<file path="src/chmap_pkg.sv">
// ----------------------------------------------------------------------------
// chmap_pkg
// Types and constants shared by the chained hash map engine: request and
// response beats, operation and status codes, table geometry.
// ----------------------------------------------------------------------------
package chmap_pkg;

  // Table geometry. The bucket count must be a power of two so that the
  // bucket index is simply the low bits of the key.
  localparam int NUM_BUCKETS = 16;
  localparam int CHAIN_DEPTH = 4;

  localparam int KEY_W    = 32;
  localparam int VALUE_W  = 32;
  localparam int BUCKET_W = (NUM_BUCKETS > 1) ? $clog2(NUM_BUCKETS) : 1;
  localparam int SLOT_W   = (CHAIN_DEPTH > 1) ? $clog2(CHAIN_DEPTH) : 1;

  // Operation codes; the two unused codes fall to the default arm.
  typedef enum logic [2:0] {
    REQ_INSERT           = 3'd0,
    REQ_INSERT_OR_ASSIGN = 3'd1,
    REQ_CONTAINS         = 3'd2,
    REQ_SEARCH           = 3'd3,
    REQ_ERASE            = 3'd4,
    REQ_COUNT            = 3'd5
  } req_type_e;

  typedef enum logic [1:0] {
    ST_OK        = 2'd0,
    ST_DUPLICATE = 2'd1,
    ST_NOT_FOUND = 2'd2,
    ST_FULL      = 2'd3
  } status_e;

  // Sequencer states.
  typedef enum logic {
    S_IDLE = 1'b0,
    S_LOOK = 1'b1
  } state_e;

  typedef struct packed {
    req_type_e                 req_type;
    logic signed [KEY_W-1:0]   key;
    logic        [VALUE_W-1:0] value;
  } req_t;

  typedef struct packed {
    status_e              status;
    logic                 found;
    logic [VALUE_W-1:0]   value_out;
    logic                 match_count;
  } rsp_t;

  // One slot of a bucket row, and a whole row as held in the memory.
  typedef struct packed {
    logic signed [KEY_W-1:0]   key;
    logic        [VALUE_W-1:0] value;
  } slot_t;

  typedef slot_t [CHAIN_DEPTH-1:0] row_t;

endpackage

</file>
<file path="src/chained_hash_map_engine_core.sv">
// ----------------------------------------------------------------------------
// chained_hash_map_engine_core
// Key-value table with separate chaining. Each bucket is one row of a
// synchronous memory holding all of its slots; the row is read, all slots
// are compared at once, and the modified row is written back.
//
//   channel | direction | handshake              | beat
//   --------+-----------+------------------------+----------------------
//   in      | input     | in_valid_i / in_stall_o   | chmap_pkg::req_t
//   out     | output    | out_valid_o / out_stall_i | chmap_pkg::rsp_t
//
// Each request first reads its bucket row from the memory; then, in S_LOOK,
// the row is compared, written back and the result register is loaded.
// Reset clears all slot valid bits at once, so the table is empty at once.
// While the result register still holds an untaken beat, the compare step
// waits in S_LOOK and the input is stalled.
// ----------------------------------------------------------------------------
module chained_hash_map_engine_core (
  input  logic             clk_i,
  input  logic             rst_ni,
  input  logic             in_valid_i,
  output logic             in_stall_o,
  input  chmap_pkg::req_t  in_req_i,
  output logic             out_valid_o,
  input  logic             out_stall_i,
  output chmap_pkg::rsp_t  out_rsp_o
);

  // --------------------------------------------------------------------------
  // Declarations
  // --------------------------------------------------------------------------
  chmap_pkg::state_e state_q, state_d;

  chmap_pkg::req_t  req_q;
  chmap_pkg::row_t  mem_rows [chmap_pkg::NUM_BUCKETS];
  chmap_pkg::row_t  rd_row_q;
  chmap_pkg::row_t  wr_row;

  logic [chmap_pkg::NUM_BUCKETS-1:0][chmap_pkg::CHAIN_DEPTH-1:0] valid_q;
  logic [chmap_pkg::CHAIN_DEPTH-1:0] row_valid;
  logic [chmap_pkg::CHAIN_DEPTH-1:0] row_valid_d;
  logic [chmap_pkg::CHAIN_DEPTH-1:0] hit_vec;

  logic [chmap_pkg::BUCKET_W-1:0] rd_bucket;
  logic [chmap_pkg::BUCKET_W-1:0] wr_bucket;

  logic [chmap_pkg::SLOT_W-1:0] hit_idx;
  logic [chmap_pkg::SLOT_W-1:0] free_idx;
  logic                         hit_any;
  logic                         free_any;

  logic            in_accept;
  logic            rd_en;
  logic            finish;
  logic            out_free;
  chmap_pkg::rsp_t rsp;

  logic            out_valid_q;
  chmap_pkg::rsp_t out_q;

  // --------------------------------------------------------------------------
  // Handshake helpers
  // --------------------------------------------------------------------------
  assign in_accept = in_valid_i && !in_stall_o;
  assign out_free  = !out_valid_q || !out_stall_i;

  // Bucket index: low bits of the key pattern.
  assign rd_bucket = chmap_pkg::BUCKET_W'($unsigned(in_req_i.key) % chmap_pkg::NUM_BUCKETS);
  assign wr_bucket = chmap_pkg::BUCKET_W'($unsigned(req_q.key) % chmap_pkg::NUM_BUCKETS);

  // --------------------------------------------------------------------------
  // Sequencer: next state
  // --------------------------------------------------------------------------
  always_comb begin
    state_d = state_q;
    unique case (state_q)
      chmap_pkg::S_IDLE: begin
        if (in_valid_i) state_d = chmap_pkg::S_LOOK;
      end
      chmap_pkg::S_LOOK: begin
        if (out_free) state_d = chmap_pkg::S_IDLE;
      end
      default: state_d = chmap_pkg::S_IDLE;
    endcase
  end

  // Sequencer: outputs
  always_comb begin
    in_stall_o = 1'b1;
    rd_en      = 1'b0;
    finish     = 1'b0;
    unique case (state_q)
      chmap_pkg::S_IDLE: begin
        in_stall_o = 1'b0;
        rd_en      = in_valid_i;
      end
      chmap_pkg::S_LOOK: begin
        finish = out_free;
      end
      default: in_stall_o = 1'b1;
    endcase
  end

  always_ff @(posedge clk_i or negedge rst_ni) begin
    if (!rst_ni) begin
      state_q <= chmap_pkg::S_IDLE;
    end else begin
      state_q <= state_d;
    end
  end

  // Hold the accepted request for the compare cycle.
  always_ff @(posedge clk_i) begin
    if (in_accept) req_q <= in_req_i;
  end

  // --------------------------------------------------------------------------
  // Bucket memory: one row per bucket, registered read
  // --------------------------------------------------------------------------
  always_ff @(posedge clk_i) begin
    if (finish) mem_rows[wr_bucket] <= wr_row;
  end

  always_ff @(posedge clk_i) begin
    if (rd_en) rd_row_q <= mem_rows[rd_bucket];
  end

  // Slot valid bits, cleared at reset.
  always_ff @(posedge clk_i or negedge rst_ni) begin
    if (!rst_ni) begin
      valid_q <= '0;
    end else if (finish) begin
      valid_q[wr_bucket] <= row_valid_d;
    end
  end

  assign row_valid = valid_q[wr_bucket];

  // --------------------------------------------------------------------------
  // Compare all slots of the row; pick first hit and first free slot
  // --------------------------------------------------------------------------
  always_comb begin
    hit_any  = 1'b0;
    free_any = 1'b0;
    hit_idx  = '0;
    free_idx = '0;
    for (int i = 0; i < chmap_pkg::CHAIN_DEPTH; i++) begin
      hit_vec[i] = row_valid[i] && (rd_row_q[i].key == req_q.key);
      if (hit_vec[i] && !hit_any) begin
        hit_any = 1'b1;
        hit_idx = chmap_pkg::SLOT_W'(i);
      end
      if (!row_valid[i] && !free_any) begin
        free_any = 1'b1;
        free_idx = chmap_pkg::SLOT_W'(i);
      end
    end
  end

  // --------------------------------------------------------------------------
  // Modify the row and build the response
  // --------------------------------------------------------------------------
  always_comb begin
    wr_row          = rd_row_q;
    row_valid_d     = row_valid;
    rsp.status      = chmap_pkg::ST_OK;
    rsp.found       = hit_any;
    rsp.value_out   = '0;
    rsp.match_count = 1'b0;
    case (req_q.req_type) inside
      chmap_pkg::REQ_INSERT, chmap_pkg::REQ_INSERT_OR_ASSIGN: begin
        if (hit_any) begin
          if (req_q.req_type == chmap_pkg::REQ_INSERT) begin
            rsp.status = chmap_pkg::ST_DUPLICATE;
          end else begin
            wr_row[hit_idx].value = req_q.value;
          end
        end else if (!free_any) begin
          rsp.status = chmap_pkg::ST_FULL;
        end else begin
          row_valid_d[free_idx]  = 1'b1;
          wr_row[free_idx].key   = req_q.key;
          wr_row[free_idx].value = req_q.value;
        end
      end
      chmap_pkg::REQ_CONTAINS: begin
        if (!hit_any) rsp.status = chmap_pkg::ST_NOT_FOUND;
      end
      chmap_pkg::REQ_SEARCH: begin
        if (hit_any) begin
          rsp.value_out = rd_row_q[hit_idx].value;
        end else begin
          rsp.status = chmap_pkg::ST_NOT_FOUND;
        end
      end
      chmap_pkg::REQ_ERASE: begin
        if (hit_any) begin
          row_valid_d[hit_idx] = 1'b0;
        end else begin
          rsp.status = chmap_pkg::ST_NOT_FOUND;
        end
      end
      chmap_pkg::REQ_COUNT: begin
        rsp.match_count = hit_any;
      end
      default: begin
        // Unknown operation: table untouched, all-zero response.
        rsp.found = 1'b0;
      end
    endcase
  end

  // --------------------------------------------------------------------------
  // Output register
  // --------------------------------------------------------------------------
  always_ff @(posedge clk_i or negedge rst_ni) begin
    if (!rst_ni) begin
      out_valid_q <= 1'b0;
    end else if (finish) begin
      out_valid_q <= 1'b1;
    end else if (!out_stall_i) begin
      out_valid_q <= 1'b0;
    end
  end

  always_ff @(posedge clk_i) begin
    if (finish) out_q <= rsp;
  end

  assign out_valid_o = out_valid_q;
  assign out_rsp_o   = out_q;

  // --------------------------------------------------------------------------
  // Assertions
  // --------------------------------------------------------------------------
  // A key is held at most once in its bucket.
  a_hit_unique: assert property (@(posedge clk_i) disable iff (!rst_ni)
    (state_q == chmap_pkg::S_LOOK) |-> $onehot0(hit_vec))
    else $error("key held in more than one slot");

  // One request changes at most one valid bit.
  a_one_slot: assert property (@(posedge clk_i) disable iff (!rst_ni)
    finish |-> ($countones(row_valid ^ row_valid_d) <= 1))
    else $error("more than one slot changed by one request");

  // An accepted beat is always followed by the compare cycle.
  a_accept_look: assert property (@(posedge clk_i) disable iff (!rst_ni)
    in_accept |=> (state_q == chmap_pkg::S_LOOK))
    else $error("accepted beat not followed by compare cycle");

  // A full bucket is only reported when every slot is occupied.
  a_full_real: assert property (@(posedge clk_i) disable iff (!rst_ni)
    (finish && (rsp.status == chmap_pkg::ST_FULL)) |-> (&row_valid))
    else $error("bucket full reported with a free slot");

  // The result register is never overwritten while its beat is waiting.
  a_no_overwrite: assert property (@(posedge clk_i) disable iff (!rst_ni)
    (out_valid_q && out_stall_i) |-> !finish)
    else $error("pending result overwritten");

endmodule
</file>
<file path="config.mk">
export PLATFORM = sky130hd
export DESIGN_NAME = chained_hash_map_engine_core
export DESIGN_NICKNAME = d
export VERILOG_FILES = /design/src/chmap_pkg.sv /design/src/chained_hash_map_engine_core.sv
export SDC_FILE = /design/constraint.sdc
export NUM_CORES = 2
export LEC_CHECK = 0
export ABC_CLOCK_PERIOD_IN_PS = 46700
export BUFFER_PORTS_ARGS = -buffer_cell sky130_fd_sc_hd__buf_4
export CAP_MARGIN = 20
export CORE_MARGIN = 2
export CORE_UTILIZATION = 60
export CTS_BUF_LIST = sky130_fd_sc_hd__clkbuf_4
export DETAILED_ROUTE_END_ITERATION = 8
export PLACE_DENSITY_LB_ADDON = 0.25
export SLEW_MARGIN = 20
export SYNTH_ARGS = -nofsm -noshare
export SYNTH_HDL_FRONTEND = slang
export SYNTH_SLANG_ARGS = --single-unit
export TNS_END_PERCENT = 30
</file>
<file path="constraint.sdc">
create_clock -name clk_i -period 46.7 [get_ports clk_i]
set_input_delay 9.34 -clock clk_i [delete_from_list [all_inputs] [get_ports clk_i]]
set_output_delay 9.34 -clock clk_i [all_outputs]
set_load 0.005 [all_outputs]
</file>
==> implementation parameters <==
Parameter                              Value

Run status
  Outcome    completed

Global routing
  Vias in the first global route    86600
  Maximum number of pins on one net before global-route repair    146
  Residual overflow from global routing    0
  Initial antenna violation count    16
  Global-route wire length before repair    575000 um
  GRT Util Overall    0.278

Hold path
  Path category of the worst min-delay check    reg2reg

Setup path
  Setup crit start kind    input pin
  Critical Path Fanout Max    ~80
  Ordered list of cells on the worst path    buf_16 > buf_4 > buf_4 > buf_4 > buf_4 > mux4_2 > nor2b_1 > a211oi_1 > a21oi_1
  Class of the most critical setup path    in2reg
  Slowest stage delay, CP    about 0.86 ns
  Signal arrival time at the worst endpoint    14.35 ns
  Crit. End Element    flip-flop
  Critical path's slowest cell    buf_4
  Critical Path Most Common Cell    buf_4
  Required time of the critical path    ~48 ns

Yosys
  Synth Area per Inst    roughly 25 um2
  Count of unique library cells instantiated by Yosys    54
  Number of enable-type register cells in the synthesized netlist    4455
  Main synth FF type    edfxtp_1
  Yosys Warn Count    0
  Post-synth ARST share    0.0146
  Syn nets    just over 7000
  Sequential fraction of the synthesis area    0.784
  Synth Cell Area    0.173 mm2
  Number of cells produced by synthesis    6987
  Synthesized flop and latch total    4521

Place
  Number of placed instances, taps included    10600
  Sum of net half-perimeters after detailed placement    185000 um
  Routability cong.    0.758
  Count of buffers from port buffering    108

Clock tree
  Clock Tree Root    clkbuf_4
  Clock slew seen by the registers of the worst setup and hold paths    0.07 ns
  Cts repair resizes    0
  CTS Buf Count    between 1000 and 1500
  Number of buffers on the longest clock path    5
  Clock tree from TritonCTS    built
  Clk_lat worst skew    1.68 ns
  CTS H-tree depth    7
  Number of hold buffers added after cts    0
  Total clock sinks    approximately 4500
  Number of buffers added for setup after CTS    0

Layout
  Layout cell share with drive strength beyond 1    0.402
  FILL cells    17600
  Footprint of the multi-input gates    0.0357 mm2
  Most frequent standard cell in the layout excluding fill and tap cells    edfxtp_1
  Most used cells in the layout excluding fill and tap cells    4455 x edfxtp_1, 1634 x clkbuf_4, 1272 x mux4_2
  Relative area change from synthesis to final layout    11.1%
  Post-layout instance count excluding filler cells    between 10000 and 15000
  Footprint of the flip-flops and latches    roughly 0.14 mm2
  # nets final    slightly above 8000

Run
  Max cap viols    0

Die
  Initial Utilization    0.604
  Number of placement rows    196
  DIE AREA    0.292 mm2
  Vertical extent of the die    540 um
  Core Box Area    0.286 mm2
  I/O pin count    109
  Chip Width    approximately 540 um

Route
  Via count    roughly 80000
  Number of DRC violations after detailed routing    0
  Remaining antenna violation count    0
  Final routed wire length divided by cell count    31.7 um
  Drt pass-1 iters    6
  Starting DRT DRC Count    11100
  Total wire length after detailed routing    397000 um
  Vias per cell    6.56

Power and ir drop
  Pwr per Cell Area    47.5 mW/mm2
  Leak Pwr    61.3 nW
  Power consumption    9.10 mW
  Maximum ir drop on the vdd rail    0.0294 mV

STA
  Setup repair after global routing missed its margin    no
  Total Neg Setup Slack    0 ns
  Max frequency    ~76 MHz
  Number of setup violations in the final report    0
  Worst-margin pin slew    1.25 ns
  Hold violation total from the final report    0
  Post-route clock period utilization    0.281
  Slew margin rel.    0.170
  Clock Skew    0.216 ns
  Final critical path time including I/O delays and setup    around 13 ns
  Number of max-slew violations in the final report    0
-- state kept, by name (all words and copies together) (netlist names) --
signal	flops
req_q	67
out_rsp_o	36
mem_rows	4096
out_valid_o	1
rd_row_q	256
valid_q	64
state_q	1
-- power by group --
| part | total (mW) | leakage, nW | switching (mW) | internal, mW |
|---|---|---|---|---|
| logic | 0.892 | 12.0 | 0.612 | 0.280 |
| registers | 5.04 | 41.2 | 0.105 | 4.94 |
| clock network | 3.17 | 8.14 | 1.50 | 1.66 |
| total | 9.10 | 61.3 | 2.22 | 6.88 |
-- metal layers --
| metal | GRT usage | vias to the layer above | part of all wire |
|---|---|---|---|
| met5 | 0 | - | 0 |
| met3 | 0.0728 | 769 | 0.10 |
| met1 | 0.379 | 43600 | 0.37 |
| met2 | 0.437 | 4807 | 0.50 |
| met4 | 0.108 | 0 | 0.027 |
| li1 | - | 33000 | - |
-- synthesized netlist by cell type, types with 9 or more instances --
| library cell | count | area (um2) |
|---|---|---|
| edfxtp_1 | 4455 | 134000 |
| mux4_2 | 1272 | 28600 |
| clkbuf_1 | 255 | 957 |
| mux2_2 | 241 | 2710 |
| buf_1 | 82 | 308 |
| dfrtp_1 | 66 | 1650 |
| nand2_1 | 65 | 244 |
| xnor2_1 | 64 | 561 |
| xor2_1 | 64 | 561 |
| mux2_1 | 63 | 709 |
| a21oi_1 | 57 | 285 |
| buf_2 | 36 | 180 |
| a222oi_1 | 32 | 320 |
| nor2b_1 | 30 | 188 |
| a211oi_1 | 24 | 180 |
| mux2i_1 | 24 | 240 |
| nand4_1 | 22 | 138 |
| nor4_1 | 20 | 125 |
| inv_1 | 19 | 71.3 |
| nor2_1 | 9 | 33.8 |
-- critical path: cells and delay by family --
kind | cells | cell delay, ns
and+or+nand+nor | 1 | 0.15
muxes | 1 | 0.59
buffers and inverters | 5 | 3.57
AOI/OAI and AO/OA | 2 | 0.41
-- area by class of cell --
cell class | count | area share
flip-flops and latches | 4521 | 0.706
diodes | 22 | 0.000287
well taps | 3762 | 0.0245
clock buffers | 1634 | 0.0639
repair buffers | 254 | 0.0117
multi-input cells | 2063 | 0.186
inverters | 19 | 0.000848
clock inverters | 241 | 0.00661
-- worst paths after layout --
kind | end | start | depth (start not counted) | slack, ns
worst max-delay path | rd_row_q[9]$_DFFE_PP_ | in_req_i[32] | 9 | 33.59
worst min-delay path | valid_q[55]$_DFFE_PN0P_ | valid_q[55]$_DFFE_PN0P_ | 2 | 0.49
worst max register to register | mem_rows[8][149]$_DFFE_PP_ | req_q[57]$_DFFE_PP_ | 9 | 40.08
worst min register to register | valid_q[55]$_DFFE_PN0P_ | valid_q[55]$_DFFE_PN0P_ | 2 | 0.49
max in group asynchronous | valid_q[45]$_DFFE_PN0P_ | rst_ni | 1 | 38.12
min in group asynchronous | out_valid_o$_DFFE_PN0P_ | rst_ni | 1 | 7.76
-- cell families after synthesis --
family                 Yosys count  share of synthesized area
AO/OA/AOI/OAI                  156                    0.00675
XOR/XNOR                       128                    0.00649
buffers and inverters          403                    0.00941
flip-flops                    4521                      0.784
multiplexers                  1600                      0.187
AND/OR/NAND/NOR                179                    0.00581
-- per-stage QoR --
| stage | hold slack, ns | worst slack [ns] | instance area (um2) | utilization |
|---|---|---|---|---|
| floorplan | 0.443 | 17.00 | 173000 | - |
| global route | 0.514 | 33.15 | 192000 | 0.671 |
| finish | 0.494 | 33.59 | 192000 | 0.672 |
| global placement | 0.462 | 31.84 | 178000 | 0.624 |
| CTS | 0.489 | 33.60 | 192000 | 0.671 |
| detailed placement | 0.474 | 31.85 | 178000 | 0.624 |
(Power assumes the default switching activity.)
